`config.mk`:
```
export PLATFORM = sky130hd
export DESIGN_NAME = double_hash_table_insert
export DESIGN_NICKNAME = d
export VERILOG_FILES = /design/src/hdl/dhti_pkg.sv /design/src/hdl/dhti_table.sv /design/src/hdl/dhti_dp.sv /design/src/hdl/dhti_ctrl.sv /design/src/hdl/double_hash_table_insert.sv
export SDC_FILE = /design/constraint.sdc
export NUM_CORES = 1
export LEC_CHECK = 0
export BUFFER_PORTS_ARGS = -buffer_cell sky130_fd_sc_hd__buf_4
export CORE_MARGIN = 2
export CORE_UTILIZATION = 55
export CTS_CLUSTER_SIZE = 8
export DETAILED_ROUTE_END_ITERATION = 6
export PLACE_DENSITY = 0.76
export SETUP_SLACK_MARGIN = 0.3
export SKIP_LAST_GASP = 1
export SLEW_MARGIN = 0
export SYNTH_ARGS = -nofsm -noshare
export SYNTH_HDL_FRONTEND = slang
export SYNTH_HIERARCHICAL = 1
export SYNTH_SLANG_ARGS = --single-unit
```
`constraint.sdc`:
```
create_clock -name clk -period 8.6 [get_ports clk]
set_input_delay 0.43 -clock clk [delete_from_list [all_inputs] [get_ports clk]]
set_output_delay 0.43 -clock clk [all_outputs]
set_load 0.1 [all_outputs]
```
`src/hdl/dhti_pkg.sv`:
```
// ----------------------------------------------------------------------------
// dhti_pkg
// shared constants and types for the double hashing insert block
// ----------------------------------------------------------------------------
package dhti_pkg;

	// table geometry, size must be prime
	localparam int TABLE_SIZE = 11;
	localparam int SLOT_W     = $clog2(TABLE_SIZE);
	localparam int TRY_W      = $clog2(TABLE_SIZE + 1);

	// key and result field widths
	localparam int KEY_W     = 31;
	localparam int SLOT_OUT_W = 4;
	localparam int PROBE_OUT_W = 4;
	localparam int OUTCOME_W = 2;
	localparam int S_DATA_W  = 32;
	localparam int M_DATA_W  = 16;

	// remainder unit: reciprocal multiply, then multiply back and subtract
	localparam int MOD_CYCLES = 2;
	localparam int MOD_CNT_W  = (MOD_CYCLES > 1) ? $clog2(MOD_CYCLES) : 1;

	// quotient = (key * recip) >> shift, exact for every key below 2^KEY_W
	localparam int HOME_SH    = KEY_W + $clog2(TABLE_SIZE);
	localparam int STEP_SH    = KEY_W + $clog2(TABLE_SIZE - 1);
	localparam int RECIP_W    = KEY_W + 1;
	localparam int PROD_W     = KEY_W + RECIP_W;
	localparam int HOME_QUO_W = PROD_W - HOME_SH;
	localparam int STEP_QUO_W = PROD_W - STEP_SH;

	localparam logic [RECIP_W-1:0] HOME_RECIP = RECIP_W'(
		((64'd1 << HOME_SH) + 64'(TABLE_SIZE - 1)) / 64'(TABLE_SIZE));
	localparam logic [RECIP_W-1:0] STEP_RECIP = RECIP_W'(
		((64'd1 << STEP_SH) + 64'(TABLE_SIZE - 2)) / 64'(TABLE_SIZE - 1));
	localparam logic [KEY_W-1:0]   HOME_DIV   = KEY_W'(TABLE_SIZE);
	localparam logic [KEY_W-1:0]   STEP_DIV   = KEY_W'(TABLE_SIZE - 1);

	localparam logic [SLOT_W:0] SIZE_V     = (SLOT_W + 1)'(TABLE_SIZE);
	localparam logic [TRY_W-1:0] TRY_LIMIT = TRY_W'(TABLE_SIZE);

	typedef enum logic [OUTCOME_W-1:0] {
		OUT_INSERTED  = 2'd0,
		OUT_DUPLICATE = 2'd1,
		OUT_FULL      = 2'd2
	} outcome_t;

	typedef enum logic [1:0] {
		ST_IDLE,
		ST_HASH,
		ST_START,
		ST_PROBE
	} state_t;

	// controller to datapath
	typedef struct packed {
		logic load_key;
		logic hash_en;
		logic probe_start;
		logic probe_step;
		logic commit;
	} dhti_cmd_t;

	// datapath to controller
	typedef struct packed {
		logic hash_done;
		logic probe_end;
		logic out_free;
	} dhti_status_t;

endpackage

```
`src/hdl/dhti_table.sv`:
```
// ----------------------------------------------------------------------------
// dhti_table
// key store and occupancy marks, one read and one write port, registered read
// ----------------------------------------------------------------------------
module dhti_table
	import dhti_pkg::*;
(
	input  logic              clk,
	input  logic              arst_n,
	input  logic [SLOT_W-1:0] rd_addr,
	input  logic              wr_en,
	input  logic [SLOT_W-1:0] wr_addr,
	input  logic [KEY_W-1:0]  wr_key,
	output logic [KEY_W-1:0]  rd_key_q,
	output logic              rd_occ_q
);

	logic [KEY_W-1:0]      key_mem [TABLE_SIZE];
	logic [TABLE_SIZE-1:0] occ_q;

	// key store, contents undefined until written
	always_ff @(posedge clk) begin
		if (wr_en) begin
			key_mem[wr_addr] <= wr_key;
		end
		rd_key_q <= key_mem[rd_addr];
	end

	// occupancy marks, all free after reset
	always_ff @(posedge clk or negedge arst_n) begin
		if (!arst_n) begin
			occ_q    <= '0;
			rd_occ_q <= 1'b0;
		end else begin
			if (wr_en) begin
				occ_q[wr_addr] <= 1'b1;
			end
			rd_occ_q <= occ_q[rd_addr];
		end
	end

endmodule

```
`src/hdl/dhti_dp.sv`:
```
// ----------------------------------------------------------------------------
// dhti_dp
// datapath: key remainders, probe sequence, table access and result register
// ----------------------------------------------------------------------------
module dhti_dp
	import dhti_pkg::*;
(
	input  logic                  clk,
	input  logic                  arst_n,
	input  dhti_cmd_t             cmd,
	output dhti_status_t          status,
	input  logic [KEY_W-1:0]      in_key,
	output logic                  out_valid,
	input  logic                  out_ready,
	output logic [OUTCOME_W-1:0]  out_outcome,
	output logic [SLOT_OUT_W-1:0] out_slot,
	output logic [PROBE_OUT_W-1:0] out_probes
);

	logic [KEY_W-1:0]      key_q;
	logic [MOD_CNT_W-1:0]  mod_cnt_q;
	logic [PROD_W-1:0]     prod_home;
	logic [PROD_W-1:0]     prod_step;
	logic [HOME_QUO_W-1:0] quo_home_q;
	logic [STEP_QUO_W-1:0] quo_step_q;
	logic [KEY_W-1:0]      back_home;
	logic [KEY_W-1:0]      back_step;
	logic [KEY_W-1:0]      diff_home;
	logic [KEY_W-1:0]      diff_step;
	logic [SLOT_W-1:0]    rem_home_q;
	logic [SLOT_W-1:0]    rem_step_q;
	logic [SLOT_W-1:0]    step;
	logic [SLOT_W-1:0]    pos_q;
	logic [SLOT_W-1:0]    pos_next;
	logic [SLOT_W:0]      pos_sum;
	logic [TRY_W-1:0]     tries_q;
	logic [SLOT_W-1:0]    rd_addr;
	logic [KEY_W-1:0]     rd_key;
	logic                 rd_occ;
	logic                 full;
	outcome_t             outcome;
	logic                 out_valid_q;
	outcome_t             out_outcome_q;
	logic [SLOT_OUT_W-1:0] out_slot_q;
	logic [PROBE_OUT_W-1:0] out_probes_q;

	// first step: quotients by reciprocal multiply
	assign prod_home = PROD_W'(key_q) * PROD_W'(HOME_RECIP);
	assign prod_step = PROD_W'(key_q) * PROD_W'(STEP_RECIP);

	// second step: remainder = key - quotient * divisor
	assign back_home = KEY_W'(quo_home_q) * HOME_DIV;
	assign back_step = KEY_W'(quo_step_q) * STEP_DIV;
	assign diff_home = key_q - back_home;
	assign diff_step = key_q - back_step;

	// remainders settle on the second hash step
	always_ff @(posedge clk) begin
		if (cmd.load_key) begin
			key_q <= in_key;
		end
		if (cmd.hash_en) begin
			quo_home_q <= prod_home[PROD_W-1:HOME_SH];
			quo_step_q <= prod_step[PROD_W-1:STEP_SH];
			rem_home_q <= diff_home[SLOT_W-1:0];
			rem_step_q <= diff_step[SLOT_W-1:0];
		end
	end

	always_ff @(posedge clk or negedge arst_n) begin
		if (!arst_n) begin
			mod_cnt_q <= '0;
		end else if (cmd.load_key) begin
			mod_cnt_q <= '0;
		end else if (cmd.hash_en) begin
			mod_cnt_q <= mod_cnt_q + MOD_CNT_W'(1);
		end
	end

	// probe arithmetic, step stays below the table size
	assign step     = rem_step_q + SLOT_W'(1);
	assign pos_sum  = {1'b0, pos_q} + {1'b0, step};
	assign pos_next = (pos_sum >= SIZE_V) ? SLOT_W'(pos_sum - SIZE_V) : pos_sum[SLOT_W-1:0];

	always_ff @(posedge clk) begin
		if (cmd.probe_start) begin
			pos_q   <= rem_home_q;
			tries_q <= '0;
		end else if (cmd.probe_step) begin
			pos_q   <= pos_next;
			tries_q <= tries_q + TRY_W'(1);
		end
	end

	always_comb begin
		if (cmd.probe_start) begin
			rd_addr = rem_home_q;
		end else if (cmd.probe_step) begin
			rd_addr = pos_next;
		end else begin
			rd_addr = pos_q;
		end
	end

	dhti_table u_table (
		.clk      (clk),
		.arst_n   (arst_n),
		.rd_addr  (rd_addr),
		.wr_en    (cmd.commit && (outcome == OUT_INSERTED)),
		.wr_addr  (pos_q),
		.wr_key   (key_q),
		.rd_key_q (rd_key),
		.rd_occ_q (rd_occ)
	);

	// probe outcome for the slot now read
	assign full = (tries_q == TRY_LIMIT);

	always_comb begin
		if (full) begin
			outcome = OUT_FULL;
		end else if (!rd_occ) begin
			outcome = OUT_INSERTED;
		end else begin
			outcome = OUT_DUPLICATE;
		end
	end

	// result register
	always_ff @(posedge clk or negedge arst_n) begin
		if (!arst_n) begin
			out_valid_q <= 1'b0;
		end else if (cmd.commit) begin
			out_valid_q <= 1'b1;
		end else if (out_ready) begin
			out_valid_q <= 1'b0;
		end
	end

	always_ff @(posedge clk) begin
		if (cmd.commit) begin
			out_outcome_q <= outcome;
			out_slot_q    <= full ? '0 : SLOT_OUT_W'(pos_q);
			out_probes_q  <= PROBE_OUT_W'(tries_q);
		end
	end

	assign status.hash_done = (mod_cnt_q == MOD_CNT_W'(MOD_CYCLES - 1));
	assign status.probe_end = full || !rd_occ || (rd_key == key_q);
	assign status.out_free  = !out_valid_q || out_ready;

	assign out_valid   = out_valid_q;
	assign out_outcome = out_outcome_q;
	assign out_slot    = out_slot_q;
	assign out_probes  = out_probes_q;

endmodule

```
`src/hdl/dhti_ctrl.sv`:
```
// ----------------------------------------------------------------------------
// dhti_ctrl
// controller: sequences key intake, remainder cycles and table probes
// ----------------------------------------------------------------------------
module dhti_ctrl
	import dhti_pkg::*;
(
	input  logic         clk,
	input  logic         arst_n,
	input  logic         in_valid,
	output logic         in_ready,
	input  dhti_status_t status,
	output dhti_cmd_t    cmd
);

	state_t state_q;
	state_t state_d;

	always_ff @(posedge clk or negedge arst_n) begin
		if (!arst_n) begin
			state_q <= ST_IDLE;
		end else begin
			state_q <= state_d;
		end
	end

	always_comb begin
		state_d = state_q;
		case (state_q)
			ST_IDLE: begin
				if (in_valid) begin
					state_d = ST_HASH;
				end
			end
			ST_HASH: begin
				if (status.hash_done) begin
					state_d = ST_START;
				end
			end
			ST_START: begin
				state_d = ST_PROBE;
			end
			ST_PROBE: begin
				if (status.probe_end && status.out_free) begin
					state_d = ST_IDLE;
				end
			end
			default: begin
				state_d = ST_IDLE;
			end
		endcase
	end

	always_comb begin
		in_ready = 1'b0;
		cmd      = '0;
		case (state_q)
			ST_IDLE: begin
				in_ready     = 1'b1;
				cmd.load_key = in_valid;
			end
			ST_HASH: begin
				cmd.hash_en = 1'b1;
			end
			ST_START: begin
				cmd.probe_start = 1'b1;
			end
			ST_PROBE: begin
				cmd.commit     = status.probe_end && status.out_free;
				cmd.probe_step = !status.probe_end;
			end
			default: begin
				in_ready = 1'b0;
			end
		endcase
	end

endmodule

```
`src/hdl/double_hash_table_insert.sv`:
```
// ----------------------------------------------------------------------------
// double_hash_table_insert
// open-addressed table insert with double hashing, one result per request
// ----------------------------------------------------------------------------
// Each request carries a 31-bit key that is inserted into a table of
// TABLE_SIZE slots (prime, 11 here). The home slot is key mod size and the
// step is 1 + key mod (size-1); probes walk home + i*step mod size until a
// free slot (key stored, outcome inserted), a slot holding the same key
// (outcome duplicate) or size extra probes (outcome full, slot 0). Requests
// are handled one at a time. After a request is taken, the remainder unit
// does a reciprocal multiply, then a multiply back and subtract, the home
// slot is then loaded, and the probe loop looks at the slots one at a time
// through the registered table read until it ends. The result sits in an
// output register, so a new request is taken as soon as the probe loop is
// done, even while the result waits; the probe loop of that next request
// holds its result until the register is free.
// The occupancy marks are cleared at reset; no clearing pass is needed.
// ----------------------------------------------------------------------------
module double_hash_table_insert
	import dhti_pkg::*;
(
	input  logic                clk,
	input  logic                arst_n,
	// request channel
	input  logic                s_tvalid,
	output logic                s_tready,
	input  logic [S_DATA_W-1:0] s_tdata,   // [30:0] key, [31] zero fill
	// result channel
	output logic                m_tvalid,
	input  logic                m_tready,
	output logic [M_DATA_W-1:0] m_tdata    // [1:0] outcome, [5:2] slot, [9:6] probes
);

	dhti_cmd_t             cmd;
	dhti_status_t          status;
	logic [OUTCOME_W-1:0]  outcome;
	logic [SLOT_OUT_W-1:0] slot;
	logic [PROBE_OUT_W-1:0] probes;

	// sequencing of intake, remainder and probe phases
	dhti_ctrl u_ctrl (
		.clk      (clk),
		.arst_n   (arst_n),
		.in_valid (s_tvalid),
		.in_ready (s_tready),
		.status   (status),
		.cmd      (cmd)
	);

	// remainders, probe walk, table and result register
	dhti_dp u_dp (
		.clk         (clk),
		.arst_n      (arst_n),
		.cmd         (cmd),
		.status      (status),
		.in_key      (s_tdata[KEY_W-1:0]),
		.out_valid   (m_tvalid),
		.out_ready   (m_tready),
		.out_outcome (outcome),
		.out_slot    (slot),
		.out_probes  (probes)
	);

	// result fields packed from bit 0 up, zero filled to whole bytes
	assign m_tdata = M_DATA_W'({probes, slot, outcome});

endmodule
```
Word level (Yosys, flattened, before mapping)
Memory sizes are Yosys's and may differ from the RTL's. A register that Yosys moved wholly into a read port is not among the register bits.
Cells that the tools add are included.
{"block": "op_classes", "addsub": 7, "mul": 4, "order_cmp": 4, "eq_ne": 8, "muxes": 24, "bitwise": 1, "reduce_logical": 14}
{"op": "$mul A31 B32 Y63 const B", "n": 2}
{"op": "$eq A31 B31 Y1", "n": 1}
{"op": "$mul A28 B3 Y3 const B", "n": 1}
{"op": "$mul A28 B4 Y4 const B", "n": 1}
{"op": "$mux W1", "n": 13}
{"op": "$mux W4", "n": 3}
{"op": "$or A11 B11 Y11", "n": 1}
{"op": "$lt A4 B5 Y1 const B", "n": 2}
{"op": "$mux W2", "n": 5}
{"op": "$add A4 B1 Y4 const B", "n": 2}
{"op": "$pmux W2 S4", "n": 1}
{"op": "$sub A4 B4 Y4", "n": 2}
{"op": "$add A4 B4 Y5", "n": 1}
{"op": "$ge A5 B4 Y1 const B", "n": 1}
{"op": "$bmux W1 S4", "n": 1}
{"op": "$demux W1 S4", "n": 1}
{"op": "$eq A2 B2 Y1 const B", "n": 2}
{"op": "$eq A4 B4 Y1 const B", "n": 1}
{"op": "$ge A4 B1 Y1 const B", "n": 1}
{"op": "$logic_not A2 Y1", "n": 2}
{"op": "$ne A2 B1 Y1 const B", "n": 2}
{"op": "$reduce_bool A2 Y1", "n": 2}
{"op": "$sub A4 B4 Y4 const B", "n": 1}
{"op": "$logic_and A1 B1 Y1", "n": 3}
{"op": "6 further kinds", "n": 10}
{"block": "totals", "ff_bits": 129, "ram_bits": 341, "in_bits": 36, "mem_count": 1}
{"name": "u_dp.u_table.key_mem", "words": 11, "width": 31, "rd": 1, "rd_ports_with_merged_regs": 1, "wr": 1, "line": "dhti_table.sv:18", "source": "logic [KEY_W-1:0] key_mem [TABLE_SIZE];"}

Logic depth before layout (Yosys ltp)
Gate-level depths: netlist of run 1.
{"block": "depth", "word_depth": 9, "ltp_mapped": 24, "depth_no_buf": 24}

By module
Netlist of run 1, hierarchy kept.
{"mod": "dhti_dp", "instances": 1, "cells_per_inst": 1815, "area_per_inst_um2": 19065.8}
{"mod": "dhti_table", "instances": 1, "cells_per_inst": 778, "area_per_inst_um2": 14478.9}
{"mod": "dhti_ctrl", "instances": 1, "cells_per_inst": 18, "area_per_inst_um2": 173.9}
{"mod": "double_hash_table_insert", "instances": 1, "cells_per_inst": 7, "area_per_inst_um2": 48.8}

Worst setup path after synthesis of run 1
Ideal clock, no wire load.
{"block": "synth_timing", "path_kind": "flip-flop to flip-flop", "start": "reg u_dp.key_q[5]", "end": "reg u_dp.quo_step_q[0] (data pin)", "setup_time_ns": 0.265, "arrival_ns": 6.428, "slack_ns": 1.907, "stages_incl_launch_ff": 23, "n_path_buf": 0, "synth_period_minus_slack_ns": 6.693, "cell_sequence": "edfxtp_1 -> inv_1 -> ha_1 -> fa_1 -> inv_1 -> fa_1 -> inv_1 -> fa_1 -> fa_1 -> inv_1 -> fa_1 -> inv_1 -> fa_1 -> fa_1 -> inv_1 -> ha_1 -> a21oi_1 -> inv_1 -> a2111oi_0 -> nand3_1 -> o22ai_1 -> o21ai_0 -> xor2_1"}
{"block": "synth_between", "elab_chain_len": 1}
{"item": "start: declaration", "line": "dhti_dp.sv:20", "source": "logic [KEY_W-1:0] key_q;"}
{"item": "start signal: assignment", "line": "dhti_dp.sv:60", "source": "key_q <= in_key;"}
{"item": "$mul A31 B32 Y63", "line": "dhti_dp.sv:49", "source": "assign prod_step = PROD_W'(key_q) * PROD_W'(STEP_RECIP);"}
{"item": "named net u_dp.prod_step[35]", "line": "dhti_dp.sv:23", "source": "logic [PROD_W-1:0] prod_step;"}
{"item": "end signal: assignment", "line": "dhti_dp.sv:64", "source": "quo_step_q <= prod_step[PROD_W-1:STEP_SH];"}
{"item": "end: declaration", "line": "dhti_dp.sv:25", "source": "logic [STEP_QUO_W-1:0] quo_step_q;"}
The timed path passes the listed nets, and every way through them passes these cells.
A chain may end at the register's enable or synchronous reset.

Worst setup path in the final report of run 1
{"block": "layout_timing", "start": "reg u_dp.key_q[11]", "end": "reg u_dp.quo_step_q[2] (data pin)"}
The elaborated chain is that of the path after synthesis.

==> flow_summary.ini, run 1 <==
[run_status]
outcome = completed

[detailed_routing]
wirelength_um = 80100
wl_per_cell_um = 22.5
viasPerCell = 5.48
dr.pass1.iters = 5
drcViolationCount = 0
drtAntennaViolNets = 0
first_iter_violations = 1333
vias = 19600

[floorplanning]
io_pins = 54
die_w_um = 252
rows = 90
core_um2 = 60600
die_area_um2 = 63400
fp.dieH_um = 252
initial_utilization_pct = 55.7

[sta]
period_share_pct = 87.2
period_needed_ns = 7.50
final.setup.tns_ns = 0
slew_headroom_pct = 25.9
hold_violations = 0
rsz0062_at_grt = false
worstMarginPinSlew_ns = 1.11
clock_skew_ns = 0.0238
finalMaxSlewViolations = 0
fmax_mhz = 133
finalSetupViolCount = 0

[grt]
grt_pass1_vias = 21700
grt_max_degree = 161
gr-total-overflow = 0
grtUsageTotal_pct = 26.2
grt_pass1_wl_um = 124000
antenna_found_initial = 0

[critical_path]
cp.required_ns = 8.90
crit_buf_inv = 6
reg2reg_slack_ns = 1.10
cp_max_fo = 8
rr_endpoint = u_dp/quo_step_q[2]
critPathArrivalTime_ns = 7.80
cp_common_cell = fa_1
crit_path_max_incr_delay_ns = 0.69
cp_slowest_cell = edfxtp_1
cp_top_family = adder cells
reg2reg_from = u_dp/key_q[11]
endpoint_kind = flip-flop
cp_cell_sequence = inv_1, ha_1, fa_1, fa_1, inv_1, fa_1, inv_1, fa_1, inv_1, fa_1, inv_1, fa_1, inv_1, fa_1, ha_1, o21a_1, o21ai_0, nand3_1, o22ai_1, a21oi_1, o311ai_1
cp-start-kind = flip-flop
worst-setup-path-type = reg2reg
reg2regPathDepth = 21

[job]
drv_cap = 0

[cts]
h-tree-depth = 3
cts.clk_slew.worst_paths_ns = 0.06
cts.sinks = 452
clockBufferDepth = 3
cts_root_buf = clkbuf_16
post_cts_resized = 0
clk-insertion-delay-late_ns = 0.58
cts_setup_buffers = 0
cts_made_buffers = 66
cts-hold-fix-buffers = 1
cts_tree = built

[finish]
nets = 3531
drive_above_1_share_pct = 10.8
syn2layout_area_growth_pct = 10.1
n_antenna_cell = 0

[placement]
portBuffers = 46
dp_hpwl_um = 60000
gp_congestion = 0.937

[logic_synthesis]
synth_area_um2 = 33800
synthArstFlopShare_pct = 3.54
synth_top_area_share_pct = 35.3
synth.avg_cell_area_um2 = 12.9
synth.area.top_cells = edfxtp_1 (35%), fa_1 (24%), ha_1 (14%)
syn_inst = 2618
yosys_warnings = 6
synth-main-ff-cell = edfxtp_1
yosysSeqAreaShare_pct = 38.8
synth_top_area_cell = edfxtp_1
yosysMostFrequentCell = inv_1
yosysUniqueCellTypes = 68
yosys-top-cells-count = inv_1 (658), fa_1 (399), edfxtp_1 (397)
synth_edf_count = 397
ys_ff_latch = 452

[min_path]
hold_path_startpoint = s_tdata[24]
hold_path_depth = 1
hold_end = u_dp/key_q[24]
hold_path.class = in2reg
[worst register-to-register path, delay by kind of cell, from the launching register on]
kind | cells | cell delay [ns]
adder cells (fa/ha/maj) | 9 | 4.54
AO/OA/AOI/OAI | 5 | 1.35
flip-flops | 1 | 0.69
buffers and inverters | 6 | 0.56
AND/OR/NAND/NOR | 1 | 0.11
[sequential cells by signal, summed over array words and instances (netlist names)]
signal	flops
u_dp/mod_cnt_q	1
u_dp/out_outcome	2
u_dp/u_table/rd_occ_q	1
u_dp/pos_q	4
u_dp/u_table/rd_key_q	31
u_dp/u_table/key_mem	341
u_dp/rem_step_q	4
u_dp/out_valid	1
u_dp/quo_home_q	4
u_dp/out_slot	4
u_dp/key_q	31
u_ctrl/state_q	2
u_dp/u_table/occ_q	11
u_dp/quo_step_q	3
u_dp/out_probes	4
u_dp/rem_home_q	4
u_dp/tries_q	4
[cells by family (layout without fill, tap and decap cells)]
| logic type | count (synthesis) | count (layout) | share of synthesized area [%] |
|---|---|---|---|
| AOI/OAI and AO/OA | 246 | 246 | 5.15 |
| buffers and inverters | 711 | 871 | 8.26 |
| xor gates and xnor gates | 88 | 88 | 2.28 |
| DFF | 452 | 452 | 38.8 |
| muxes | 164 | 164 | 5.28 |
| and+or+nand+nor | 192 | 192 | 3.03 |
| other | 1 | 6 | 0.0111 |
| adders and majority gates | 764 | 764 | 37.2 |
[cells in the final DEF, fill, tap and decap left out, drive strengths merged, types with 35 or more instances in the layout]
cell type    n
nand2       36
xnor2       44
edfxtp     397
xor2        44
a21oi       37
mux2i       68
dfxtp       39
nand2b      39
ha         365
o211ai      37
nor2        35
inv        662
buf         92
mux2        94
fa         399
clkbuf     113
[per-stage QoR]
stage          util (%)  cell area, µm²  setup slack, ns  hold WS (ns)  cells
5_1_grt            61.4           37200            0.647       0.00931   3565
2_1_floorplan         -           33800             1.91         0.134   2623
3_5_place_dp       58.2           35300             1.08         0.310   3444
4_1_cts            61.4           37200             1.05       0.00476   3565
6_report           61.4           37200             1.10        0.0285   3565
3_3_place_gp       58.2           35300             1.20         0.302   3444
[worst max path at each step]
| stage | startpoint | endpoint | slack (ns) | depth (start not counted) |
|---|---|---|---|---|
| floorplan | u_dp/key_q[5] | u_dp/quo_step_q[0] | 1.91 | 22 |
| global placement | u_dp/key_q[11] | u_dp/quo_step_q[2] | 1.20 | 21 |
| detailed placement | u_dp/key_q[11] | u_dp/quo_step_q[2] | 1.08 | 21 |
| CTS | u_dp/key_q[11] | u_dp/quo_step_q[2] | 1.05 | 21 |
| global route | u_dp/key_q[11] | u_dp/quo_step_q[2] | 0.65 | 22 |
| finish | u_dp/key_q[11] | u_dp/quo_step_q[2] | 1.10 | 21 |
[final cells by class]
class	instances	area (µm²)
clock buffers	113	1850
clock inverters	7	72.6
fillers	4621	23400
inverters	658	2470
multi-input cells	1460	18000
flip-flops and latches	452	13100
well taps	782	978
repair buffers	93	713
[layer usage]
| layer | track usage (%) | part of all wire, % | up-vias |
|---|---|---|---|
| met1 | 33.5 | 40 | 10000 |
| met3 | 2.79 | 4.6 | 138 |
| met5 | 0 | 0 | - |
| met2 | 46.0 | 51 | 536 |
| li1 | - | - | 8858 |
| met4 | 10.2 | 3.7 | 0 |
Power of run 1 is left out: the tool's default activity adds up to more than one toggle a clock period on the data nets, which glitch-free logic cannot reach.
==> run 2: changes to the inputs <==
--- a/config.mk
+++ b/config.mk
@@ -5,6 +5,7 @@
 export SDC_FILE = /design/constraint.sdc
 export NUM_CORES = 1
 export LEC_CHECK = 0
+export ABC_AREA = 1
 export BUFFER_PORTS_ARGS = -buffer_cell sky130_fd_sc_hd__buf_4
 export CORE_MARGIN = 2
 export CORE_UTILIZATION = 55
==> flow_summary.ini, run 2 <==
[run_status]
outcome = completed

[logic_synthesis]
synthArstFlopShare_pct = 3.54
yosysMostFrequentCell = inv_1
synth_top_area_cell = edfxtp_1
ys_ff_latch = 452
synth_adder_area_share_pct = 35.0
yosys_warnings = 6
yosys-top-cells-count = inv_1 (948), nand2_1 (661), fa_1 (399)
synthXorXnorAreaFrac_pct = 1.59
syn_inst = 3570
muxShareOfSynthArea_pct = 0
synth-main-ff-cell = edfxtp_1
synth-compound-area-share_pct = 2.64
synth.area.top_cells = edfxtp_1 (33%), fa_1 (22%), ha_1 (13%)
synth.avg_cell_area_um2 = 10.1
synth_area_um2 = 35900
synth_top_family_by_area = adder cells
yosysSeqAreaShare_pct = 36.5
synth-simple-area-share_pct = 13.1
yosysUniqueCellTypes = 45
synth_top_area_share_pct = 33.2
synth_edf_count = 397

[detailed_routing]
wirelength_um = 85000
viasPerCell = 5.20
vias = 23800
first_iter_violations = 1706
drcViolationCount = 0
dr.pass1.iters = 5
drtAntennaViolNets = 0
wl_per_cell_um = 18.6

[critical_path]
cp.required_ns = 8.96
cp_max_fo = 19
cp_top_family = adder cells
reg2regPathDepth = 24
crit_path_max_incr_delay_ns = 0.91
rr_endpoint = u_dp/quo_step_q[2]
reg2reg_from = u_dp/key_q[11]
crit_buf_inv = 7
cp_cell_sequence = inv_1, ha_1, fa_1, fa_1, inv_1, fa_1, inv_1, fa_1, inv_1, fa_1, inv_1, fa_1, inv_1, fa_1, ha_1, a21oi_1, inv_1, a21oi_1, nand2_1, nand2_1, nand2_1, nand3b_1, nand2_1, nand2_1
reg2reg_slack_ns = 1.43
endpoint_kind = flip-flop
critPathArrivalTime_ns = 7.53
cp-start-kind = flip-flop
cp_slowest_cell = edfxtp_1
worst-setup-path-type = reg2reg

[placement]
dp_cells = 4441
post-place-ws_ns = 1.47
dp_hpwl_um = 62800
gp_congestion = 0.946
portBuffers = 46

[finish]
register_area_um2 = 13100
fillers = 5141
nets = 4472
final_util_pct = 61.2
syn2layout_area_growth_pct = 9.90
top_register = u_dp/u_table/key_mem
n_antenna_cell = 0
final_common_cell = inv_1
multi_input_area_um2 = 18900
fin_cells = 4574
drive_above_1_share_pct = 5.65
final_cell_mix = inv_1 (947), nand2_1 (660), fa_1 (399)
largest_reg_flops = 341
reg.largest.list = u_dp/u_table/key_mem (341), u_dp/key_q (31), u_dp/u_table/rd_key_q (31)

[cts]
h-tree-depth = 3
cts.clk_slew.worst_paths_ns = 0.05
cts_tree = built
cts_root_buf = clkbuf_16
clockBufferDepth = 3
cts.sinks = 452
cts_made_buffers = 67
clk-insertion-delay-late_ns = 0.60

[min_path]
hold_path_depth = 1
hold_path_startpoint = s_tdata[20]
hold_end = u_dp/key_q[20]
hold_path.class = in2reg

[grt]
grt_max_degree = 96
grt_pass1_wl_um = 136000
grtUsageTotal_pct = 26.5
gr-total-overflow = 0
antenna_found_initial = 0
grt_pass1_vias = 25100

[sta]
period_share_pct = 83.4
fmax_mhz = 139
hold_violations = 0
fin_ws_ns = 1.43
final.setup.tns_ns = 0
finalSetupViolCount = 0
finalMaxSlewViolations = 0
rsz0062_at_grt = false
worstMarginPinSlew_ns = 1.19
period_needed_ns = 7.17
slew_headroom_pct = 21.0
clock_skew_ns = 0.0326

[floorplanning]
core_um2 = 64500
fp.dieH_um = 259
io_pins = 54
initial_utilization_pct = 55.7
die_w_um = 259
rows = 93
die_area_um2 = 67300

[job]
drv_cap = 0
[run 2: repair_timing]
item,in CTS,in global routing
endpoints found under the hold margin,32,0
resized for setup,0,0
buffers inserted,0,0
hold buffers,17,0
[run 2: layout make-up]
cell class	instances	share of cell area [%]
Clock inverter	8	0.311
Timing Repair Buffer	106	2.12
Clock buffer	108	4.72
Multi-Input combinational cell	2094	47.9
Sequential cell	452	33.2
Tap cell	855	2.71
Inverter	951	9.06
[run 2: through the flow]
stage	hold slack, ns	area [µm²]
after floorplan	0.134	35900
after CTS	0.0000535	39500
final	0.0152	39500
after global placement	0.309	37300
after detailed placement	0.313	37300
after global routing	0.00544	39500
[run 2: how the worst max path moves through the flow]
stage / from / depth (start not counted) / endpoint
4_1_cts: u_dp/key_q[11] / 24 / u_dp/quo_step_q[2]
5_1_grt: u_dp/key_q[11] / 24 / u_dp/quo_step_q[2]
3_3_place_gp: u_dp/key_q[11] / 24 / u_dp/quo_step_q[2]
2_1_floorplan: u_dp/key_q[5] / 23 / u_dp/quo_step_q[0]
6_report: u_dp/key_q[11] / 24 / u_dp/quo_step_q[2]
3_5_place_dp: u_dp/key_q[11] / 24 / u_dp/quo_step_q[2]
[run 2: cell families (layout without fill, tap and decap cells)]
family / after synthesis / count (layout)
AO/OA/AOI/OAI: 157 / 157
buffers and inverters: 1029 / 1173
flip-flops: 452 / 452
adder cells (fa/ha/maj): 764 / 764
other: 1 / 6
XOR/XNOR: 65 / 65
AND/OR/NAND/NOR: 1102 / 1102
[run 2: routing by layer]
layer  up-vias  GRT usage (%)  part of all wire, %  wire length, µm
li1      11200              -                    -                -
met1     11600           33.3                   40            34100
met2       731           45.7                   50            42400
met3       209           4.07                  5.6             4790
met4         0           11.2                  4.3             3630
met5         -              0                    0                0
Power of run 2 is left out for the same reason.
